**src/sv/guillotine_rect_allocator_assert.svh**
```systemverilog
// ---------------------------------------------------------------------------
// Assertion macros for the guillotine rectangle allocator
// Implication checks on clk_i, disabled while rst_ni is low.
// ---------------------------------------------------------------------------
`ifndef GUILLOTINE_RECT_ALLOCATOR_ASSERT_SVH
`define GUILLOTINE_RECT_ALLOCATOR_ASSERT_SVH

// same-cycle implication
`define GRA_ASSERT_IMP(lbl, ante, cons, msg) \
  lbl: assert property (@(posedge clk_i) disable iff (!rst_ni) (ante) |-> (cons)) \
    else $error(msg);

// next-cycle implication
`define GRA_ASSERT_NXT(lbl, ante, cons, msg) \
  lbl: assert property (@(posedge clk_i) disable iff (!rst_ni) (ante) |=> (cons)) \
    else $error(msg);

`endif

```
**src/sv/gra_pkg.sv**
```systemverilog
// ---------------------------------------------------------------------------
// gra_pkg
// Types, codes and constants shared by the rectangle allocator modules.
// ---------------------------------------------------------------------------
package gra_pkg;

  localparam int MAX_NODES_DEF = 256;
  localparam int PC_W          = 5;

  localparam logic [14:0] ATLAS_MAX   = 15'd16384;
  localparam logic [14:0] ATLAS_RESET = 15'd1024;

  // opcodes
  localparam logic OP_PACK  = 1'b0;
  localparam logic OP_CLEAR = 1'b1;

  // configuration register indexes
  localparam logic CFG_ATLAS_W = 1'b0;
  localparam logic CFG_ATLAS_H = 1'b1;

  // result status codes
  localparam logic [1:0] ST_OK    = 2'd0;
  localparam logic [1:0] ST_NOFIT = 2'd1;
  localparam logic [1:0] ST_FULL  = 2'd2;

  typedef struct packed {
    logic        opcode;
    logic [14:0] req_width;
    logic [14:0] req_height;
  } gra_req_t;

  typedef struct packed {
    logic [1:0]  status;
    logic [13:0] pos_x;
    logic [13:0] pos_y;
  } gra_res_t;

  typedef struct packed {
    logic        used;
    logic [13:0] x;
    logic [13:0] y;
    logic [14:0] w;
    logic [14:0] h;
  } gra_node_t;

  // branch conditions of the sequencer
  typedef enum logic [3:0] {
    C_NEXT,
    C_ALWAYS,
    C_NO_IN,
    C_CLR,
    C_SCAN_MORE,
    C_HIT,
    C_FULL,
    C_EXACT,
    C_HMATCH,
    C_WMATCH,
    C_OUT_BUSY
  } gra_cond_e;

  typedef enum logic [2:0] {
    WR_NONE,
    WR_CLR,
    WR_RIGHT,
    WR_RIGHT_FULL,
    WR_BOTTOM,
    WR_OWN
  } gra_wr_e;

  typedef enum logic [1:0] {
    CNT_HOLD,
    CNT_ONE,
    CNT_INC
  } gra_cnt_e;

  typedef enum logic [1:0] {
    RS_HOLD,
    RS_NOFIT,
    RS_FULL,
    RS_PLACED
  } gra_rs_e;

  typedef struct packed {
    gra_cond_e        cond;
    logic [PC_W-1:0]  target;
    gra_wr_e          wr_sel;
    gra_cnt_e         cnt_op;
    gra_rs_e          rs_sel;
    logic             accept;
    logic             scan;
    logic             emit;
  } gra_ctrl_t;

  typedef struct packed {
    logic in_acc;
    logic op_clr;
    logic scan_more;
    logic hit;
    logic full;
    logic exact;
    logic hmatch;
    logic wmatch;
    logic out_busy;
  } gra_flags_t;

endpackage

```
**src/sv/gra_sequencer.sv**
```systemverilog
// ---------------------------------------------------------------------------
// gra_sequencer
// Step counter and control store; evaluates one branch condition per step.
// ---------------------------------------------------------------------------
module gra_sequencer (
  input  logic                clk_i,
  input  logic                rst_ni,
  input  gra_pkg::gra_flags_t flags_i,
  output gra_pkg::gra_ctrl_t  ctrl_o
);
  import gra_pkg::*;

  localparam logic [PC_W-1:0] P_IDLE    = 5'd0;
  localparam logic [PC_W-1:0] P_DEC     = 5'd1;
  localparam logic [PC_W-1:0] P_SCAN    = 5'd2;
  localparam logic [PC_W-1:0] P_HITCHK  = 5'd3;
  localparam logic [PC_W-1:0] P_MISS    = 5'd4;
  localparam logic [PC_W-1:0] P_FIT     = 5'd5;
  localparam logic [PC_W-1:0] P_EXCHK   = 5'd6;
  localparam logic [PC_W-1:0] P_HCHK    = 5'd7;
  localparam logic [PC_W-1:0] P_WCHK    = 5'd8;
  localparam logic [PC_W-1:0] P_RIGHT   = 5'd9;
  localparam logic [PC_W-1:0] P_BOTTOM  = 5'd10;
  localparam logic [PC_W-1:0] P_RIGHTF  = 5'd11;
  localparam logic [PC_W-1:0] P_OWN     = 5'd12;
  localparam logic [PC_W-1:0] P_EMIT    = 5'd13;
  localparam logic [PC_W-1:0] P_DONE    = 5'd14;
  localparam logic [PC_W-1:0] P_CLR     = 5'd15;
  localparam logic [PC_W-1:0] P_FULL    = 5'd16;

  localparam gra_ctrl_t CTRL_NOP = '{
    cond:   C_NEXT,
    target: P_IDLE,
    wr_sel: WR_NONE,
    cnt_op: CNT_HOLD,
    rs_sel: RS_HOLD,
    accept: 1'b0,
    scan:   1'b0,
    emit:   1'b0
  };

  function automatic gra_ctrl_t ucode(input logic [PC_W-1:0] pc);
    gra_ctrl_t c;
    c = CTRL_NOP;
    case (pc)
      P_IDLE: begin
        c.cond = C_NO_IN; c.target = P_IDLE; c.accept = 1'b1;
      end
      P_DEC: begin
        c.cond = C_CLR; c.target = P_CLR;
      end
      P_SCAN: begin
        c.cond = C_SCAN_MORE; c.target = P_SCAN; c.scan = 1'b1;
      end
      P_HITCHK: begin
        c.cond = C_HIT; c.target = P_FIT;
      end
      P_MISS: begin
        c.cond = C_ALWAYS; c.target = P_EMIT; c.rs_sel = RS_NOFIT;
      end
      P_FIT: begin
        c.cond = C_FULL; c.target = P_FULL;
      end
      P_EXCHK: begin
        c.cond = C_EXACT; c.target = P_OWN;
      end
      P_HCHK: begin
        c.cond = C_HMATCH; c.target = P_RIGHTF;
      end
      P_WCHK: begin
        c.cond = C_WMATCH; c.target = P_BOTTOM;
      end
      P_RIGHT: begin
        c.wr_sel = WR_RIGHT; c.cnt_op = CNT_INC;
      end
      P_BOTTOM: begin
        c.cond = C_ALWAYS; c.target = P_OWN;
        c.wr_sel = WR_BOTTOM; c.cnt_op = CNT_INC;
      end
      P_RIGHTF: begin
        c.wr_sel = WR_RIGHT_FULL; c.cnt_op = CNT_INC;
      end
      P_OWN: begin
        c.wr_sel = WR_OWN; c.rs_sel = RS_PLACED;
      end
      P_EMIT: begin
        c.cond = C_OUT_BUSY; c.target = P_EMIT; c.emit = 1'b1;
      end
      P_DONE: begin
        c.cond = C_ALWAYS; c.target = P_IDLE;
      end
      P_CLR: begin
        c.cond = C_ALWAYS; c.target = P_EMIT;
        c.wr_sel = WR_CLR; c.cnt_op = CNT_ONE;
      end
      P_FULL: begin
        c.cond = C_ALWAYS; c.target = P_EMIT; c.rs_sel = RS_FULL;
      end
      default: begin
        c.cond = C_ALWAYS; c.target = P_IDLE;
      end
    endcase
    return c;
  endfunction

  logic [PC_W-1:0] pc_q, pc_d;
  gra_ctrl_t       ctrl;
  logic            take;

  always_comb begin
    ctrl = ucode(pc_q);
    case (ctrl.cond)
      C_NEXT:      take = 1'b0;
      C_ALWAYS:    take = 1'b1;
      C_NO_IN:     take = !flags_i.in_acc;
      C_CLR:       take = flags_i.op_clr;
      C_SCAN_MORE: take = flags_i.scan_more && !flags_i.hit;
      C_HIT:       take = flags_i.hit;
      C_FULL:      take = flags_i.full;
      C_EXACT:     take = flags_i.exact;
      C_HMATCH:    take = flags_i.hmatch;
      C_WMATCH:    take = flags_i.wmatch;
      C_OUT_BUSY:  take = flags_i.out_busy;
      default:     take = 1'b0;
    endcase
    pc_d = take ? ctrl.target : pc_q + 1'b1;
  end

  always_ff @(posedge clk_i or negedge rst_ni) begin
    if (!rst_ni) begin
      pc_q <= P_IDLE;
    end else begin
      pc_q <= pc_d;
    end
  end

  assign ctrl_o = ctrl;

endmodule

```
**config.mk**
```make
export PLATFORM = sky130hd
export DESIGN_NAME = gra_sequencer
export DESIGN_NICKNAME = d
export VERILOG_FILES = /design/src/sv/guillotine_rect_allocator_assert.svh /design/src/sv/gra_pkg.sv /design/src/sv/gra_sequencer.sv
export SDC_FILE = /design/constraint.sdc
export NUM_CORES = 1
export LEC_CHECK = 0
export ABC_AREA = 1
export BUFFER_PORTS_ARGS = -buffer_cell sky130_fd_sc_hd__buf_2
export CAP_MARGIN = 20
export CORE_UTILIZATION = 49
export DETAILED_ROUTE_END_ITERATION = 8
export HOLD_SLACK_MARGIN = 0.15
export PLACE_DENSITY = 0.86
export SYNTH_ARGS = -nofsm -noshare
export SYNTH_HDL_FRONTEND = slang
export SYNTH_SLANG_ARGS = --single-unit
```
**constraint.sdc**
```tcl
create_clock -name clk_i -period 2.5 [get_ports clk_i]
set_input_delay 0.125 -clock clk_i [delete_from_list [all_inputs] [get_ports clk_i]]
set_output_delay 0.125 -clock clk_i [all_outputs]
set_load 0.02 [all_outputs]
```
**Word-level counts from Yosys, hierarchy flattened**

Index checks and enable logic that the tools add are counted.

- Flip-flop bits (word level): 5
- Word-level logic and storage cells: 43
- Bits of input ports: 11
- Output and inout bits: 19

- Eq/ne operators: 25
- $add $sub $neg: 1
- Muxes and demuxes: 9
- Reduce and logical (&&, ||, !) cells: 7

Operators by type and width:

| operator | count |
|---|---|
| one-hot mux 9 bit (12 select lines) | 1 |
| == test 5 x 4 -> 1 bit, second input constant | 7 |
| == test 5 x 3 -> 1 bit, second input constant | 4 |
| == test 4 x 3 -> 1 bit, second input constant | 4 |
| one-hot mux 3 bit (5 select lines) | 1 |
| == test 4 bit, second input constant | 3 |
| == test 5 x 2 -> 1 bit, second input constant | 2 |
| one-hot mux 1 bit (10 select lines) | 1 |
| OR reduction 3 bit | 3 |
| == test 4 x 2 -> 1 bit, second input constant | 2 |
| one-hot mux 2 bit (3 select lines) | 1 |
| adder 5 x 1 -> 5 bit, second input constant | 1 |
| == test 5 x 1 -> 1 bit, second input constant | 1 |
| == test 5 bit, second input constant | 1 |
| zero test 5 bit | 1 |
| two-way mux 5 bit | 1 |
| == test 4 x 1 -> 1 bit, second input constant | 1 |
| one-hot mux 2 bit (2 select lines) | 1 |
| two-way mux 1 bit | 3 |
| zero test 1 bit | 2 |
| logical AND 1 bit | 1 |

**Longest topological paths before layout**

- Depth in word-level cells: 6
- Gate-level depth with buffers: 18
- Depth with buffers taken out: 18

**Worst setup path after synthesis**

Ideal clock, no wire load.

- Path type: reg2reg
- Start point: register pc_q[0]
- End point: register pc_q[1]
- Path slack: 0.444 ns
- Arrival time: 1.936 ns
- Period minus slack after synthesis: 2.056 ns
- Cell stages (with the launch flop): 14
- Path buffers: 0
- Cell sequence: dfrtp_1 > inv_1 > ha_1 > nand2_2 > nor2_2 > nor2_4 > nand3_2 > inv_2 > o21ai_1 > nand3_2 > nand3_4 > nand2_4 > nand2_1 > nand2_1

RTL lines:

| element | RTL line | RTL |
|---|---|---|
| from (decl) | gra_sequencer.sv:106 | `logic [PC_W-1:0] pc_q, pc_d;` |
| from (signal assigned) | gra_sequencer.sv:133 | `pc_q <= pc_d;` |

**Worst setup path in the final report**

- Start point: register pc_q[0]
- End point: register pc_q[2]

- Longest elaborated chain between the ends: 6
- Elaborated cells between the ends (all ways): 32
- Those cells by class: 1 x add/sub; 25 x eq/ne; 3 x mux; 3 x reduce/logical

RTL lines:

| element | RTL line | RTL |
|---|---|---|
| == test 5 bit, or another cell as far along | gra_sequencer.sv:45 | `case (pc)` |
| OR reduction 3 bit (no source line) | n/a |  |
| one-hot mux 9 bit (12 select lines) | gra_sequencer.sv:45 |  |
| == test 4 bit, or another cell as far along | gra_sequencer.sv:112 | `case (ctrl.cond)` |
| one-hot mux 1 bit (10 select lines) | gra_sequencer.sv:112 |  |
| two-way mux 5 bit (*) | gra_sequencer.sv:126 | `pc_d = take ? ctrl.target : pc_q + 1'b1;` |
| named net pc_d[2] | gra_sequencer.sv:106 |  |

The timed path passes the listed nets; every way through them passes the cells marked *.

==> flow_summary_export.csv <==
group,metric,value,unit
logic_synthesis,ys_types,18,
cells_and_area,regArea,125,µm²
route,wl_per_cell,12.2,µm
cells_and_area,nFillCells,146,
route,drc,4,
logic_synthesis,synth_top_family_by_area,"simple AND/OR/NAND/NOR gates",
route,totalWireLength,2.25,mm
global_routing,antenna_found_initial,0,
logic_synthesis,synth_nets,150,
die,start_util,0.547,
logic_synthesis,synth-seq-cells,5,
route,drtAntennaViolNets,0,
clocking,cts_tree,"yes",
clocking,clk_pin_slew_worst_paths,0.05,ns
timing,rsz0062_at_grt,"no",
clocking,cts_sinks,5,
logic_synthesis,synthesis.area,852,µm²
cells_and_area,area_growth,23.8,%
timing,slew-limit-headroom,0.771,
placement,dp_slack,0.417,ns
setup_path,crit_path_end_kind,"flop",
global_routing,grt_first_pass_wirelength,3.52,mm
logic_synthesis,synthTopCellsByArea,"dfrtp_1, nand2_1, nor2_1",
timing,setup_slack,0.373,ns
logic_synthesis,postSynthAreaPerCell,6.36,µm²
logic_synthesis,yosysTopAreaCell,"dfrtp_1",
global_routing,grt_overflow,0,
logic_synthesis,ys_seq_area_frac,0.147,
global_routing,grt_pass1_vias,867,
timing,finalMaxSlewViolations,0,
clocking,clockRootBuffer,"clkbuf_4",
logic_synthesis,synthCells,134,
logic_synthesis,synth-adder-area-share,0.0734,
setup_path,start_kind,"flop",
die,io_pins,30,
placement,place.port_buffers,29,
run_status,violations,"design-rule violations",
run_status,outcome,"finished with violations",
hold_path,hp-class,"input port to asynchronous set/reset pin",
clocking,ctsLongestPathBuffers,2,
timing,skew,0.00375,ns
timing,period_share,0.851,
timing,worst_pin_slew,0.340,ns
setup_path,cp_max_fo,6,
cells_and_area,final_common_cell,"buf_2",
cells_and_area,regMostFlops,"pc_q",
clocking,clkLatencyLatePin,0.24,ns
logic_synthesis,synth_mux_area_frac,0,
route,drt_iter0_markers,17,
route,vias,951,
clocking,htree_levels,1,
run,drv_cap,0,
cells_and_area,drive_above_1_share,0.423,
route,wl_met1,1.02,mm
die,die_h,43.7,µm
logic_synthesis,synthesis.yosys.warnings,0,
setup_path,cp_data_required_time,2.63,ns
cells_and_area,mostFrequentLayoutCells,"buf_2, nand2_1, nor2_1",
timing,final_hold_viol_count,0,
placement,dp.final_hpwl,1.90,mm
cells_and_area,nNetsFinal,185,
route,drt-vias-per-instance,5.17,
cells_and_area,fin_cells,184,
die,die_w,43.7,µm
setup_path,path_class,"flop to flop",
global_routing,grt_max_degree,7,
cells_and_area,largest_reg_flops,5,
die,num_rows,14,
logic_synthesis,synthXorXnorAreaFrac,0.0206,
cells_and_area,multi_input_area,641,µm²
placement,place_congestion,0.885,
logic_synthesis,synth_top_area_share,0.147,
die,die_area,1910,µm²
route,dr_wl_met2,1.17,mm
timing,period_needed,2.13,ns
placement,dpl.cell_count,179,
die,core_area,1560,µm²
timing,fmax,0.470,GHz
cells_and_area,diodes,0,
setup_path,crit_arrival,2.25,ns
logic_synthesis,synth_compound_area_frac,0.0352,
route,firstDrtPassIters,7,
logic_synthesis,synthSimpleGateAreaFrac,0.623,
timing,final-setup-viol-count,0,
clocking,cts_buffers,3,
timing,tns,0,ns
route,wl_met3,62,µm
clocking,cts_setup_buffers,0,
global_routing,grt_usage,0.247,
route,top_layer,"met3",
cells_and_area,top_regs,"pc_q (5)",
[layer usage]
layer / global-route usage / up-vias
li1: - / 484
met1: 0.318 / 442
met2: 0.427 / 25
met3: 0.00833 / 0
met4: 0.106 / 0
met5: 0 / -
[worst paths after layout]
| kind | startpoint | end | slack, ns | cells past startpoint |
|---|---|---|---|---|
| min in group clk_i | flags_i[7] | pc_q[1] | 0.40 | 6 |
| hold reg to reg | pc_q[0] | pc_q[0] | 0.69 | 3 |
| setup / recovery | pc_q[0] | pc_q[2] | 0.37 | 13 |
| max in group asynchronous | rst_ni | pc_q[3] | 2.12 | 2 |
| setup reg to reg | pc_q[0] | pc_q[2] | 0.37 | 13 |
| hold / removal | rst_ni | pc_q[1] | 0.24 | 2 |
[stage by stage]
step           hold slack (ns)  instance area, µm²  utilization
2_1_floorplan           -0.171                 852            -
3_3_place_gp           -0.0597                1020        0.652
3_5_place_dp           -0.0529                1020        0.652
4_1_cts                  0.213                1050        0.677
5_1_grt                  0.237                1050        0.677
6_report                 0.239                1050        0.677
[Yosys cell counts]
cell type / instances
nand4_1: 6
nor2_2: 8
inv_2: 6
nand2_4: 4
dfrtp_1: 5
ha_1: 5
nand2_1: 27
nand3_2: 4
nand4_2: 1
inv_1: 17
nand3_4: 1
o21ai_1: 1
xor2_1: 2
nand3_1: 7
nand2_2: 9
nor2_1: 21
nor2_4: 5
o21ai_0: 5
[worst max-delay path, cell delays in order (launching register included)]
cell and delay [ns]:
dfrtp_1 0.41, ha_1 0.26, nand2_1 0.15, nand2_1 0.10, nand2_1 0.10, o21ai_0 0.15, nor2_4 0.22, nand2_4 0.10
o21ai_1 0.11, nand3_2 0.10, nand3_4 0.13, nand2_4 0.07, nand2_1 0.06, nand2_1 0.06
[final cells by class]
class	count	area share
multi-input cells	106	0.607
repair buffers	30	0.147
flip-flops and latches	5	0.119
inverters	23	0.0819
clock buffers	3	0.0214
well taps	16	0.0190
clock inverters	1	0.00474
[logic make-up after synthesis]
| logic type | Yosys count |
|---|---|
| AO/OA/AOI/OAI | 6 |
| XOR/XNOR | 2 |
| adder cells (fa/ha/maj) | 5 |
| buffers and inverters | 23 |
| flip-flops | 5 |
| AND/OR/NAND/NOR | 93 |
[repair_timing]
item	CTS	global route
gates resized for setup	0	0
hold buffers	1	0
endpoints found under the hold margin	5	0
Power is left out: the tool's default activity adds up to more than one toggle a clock period on the data nets, which glitch-free logic cannot reach.
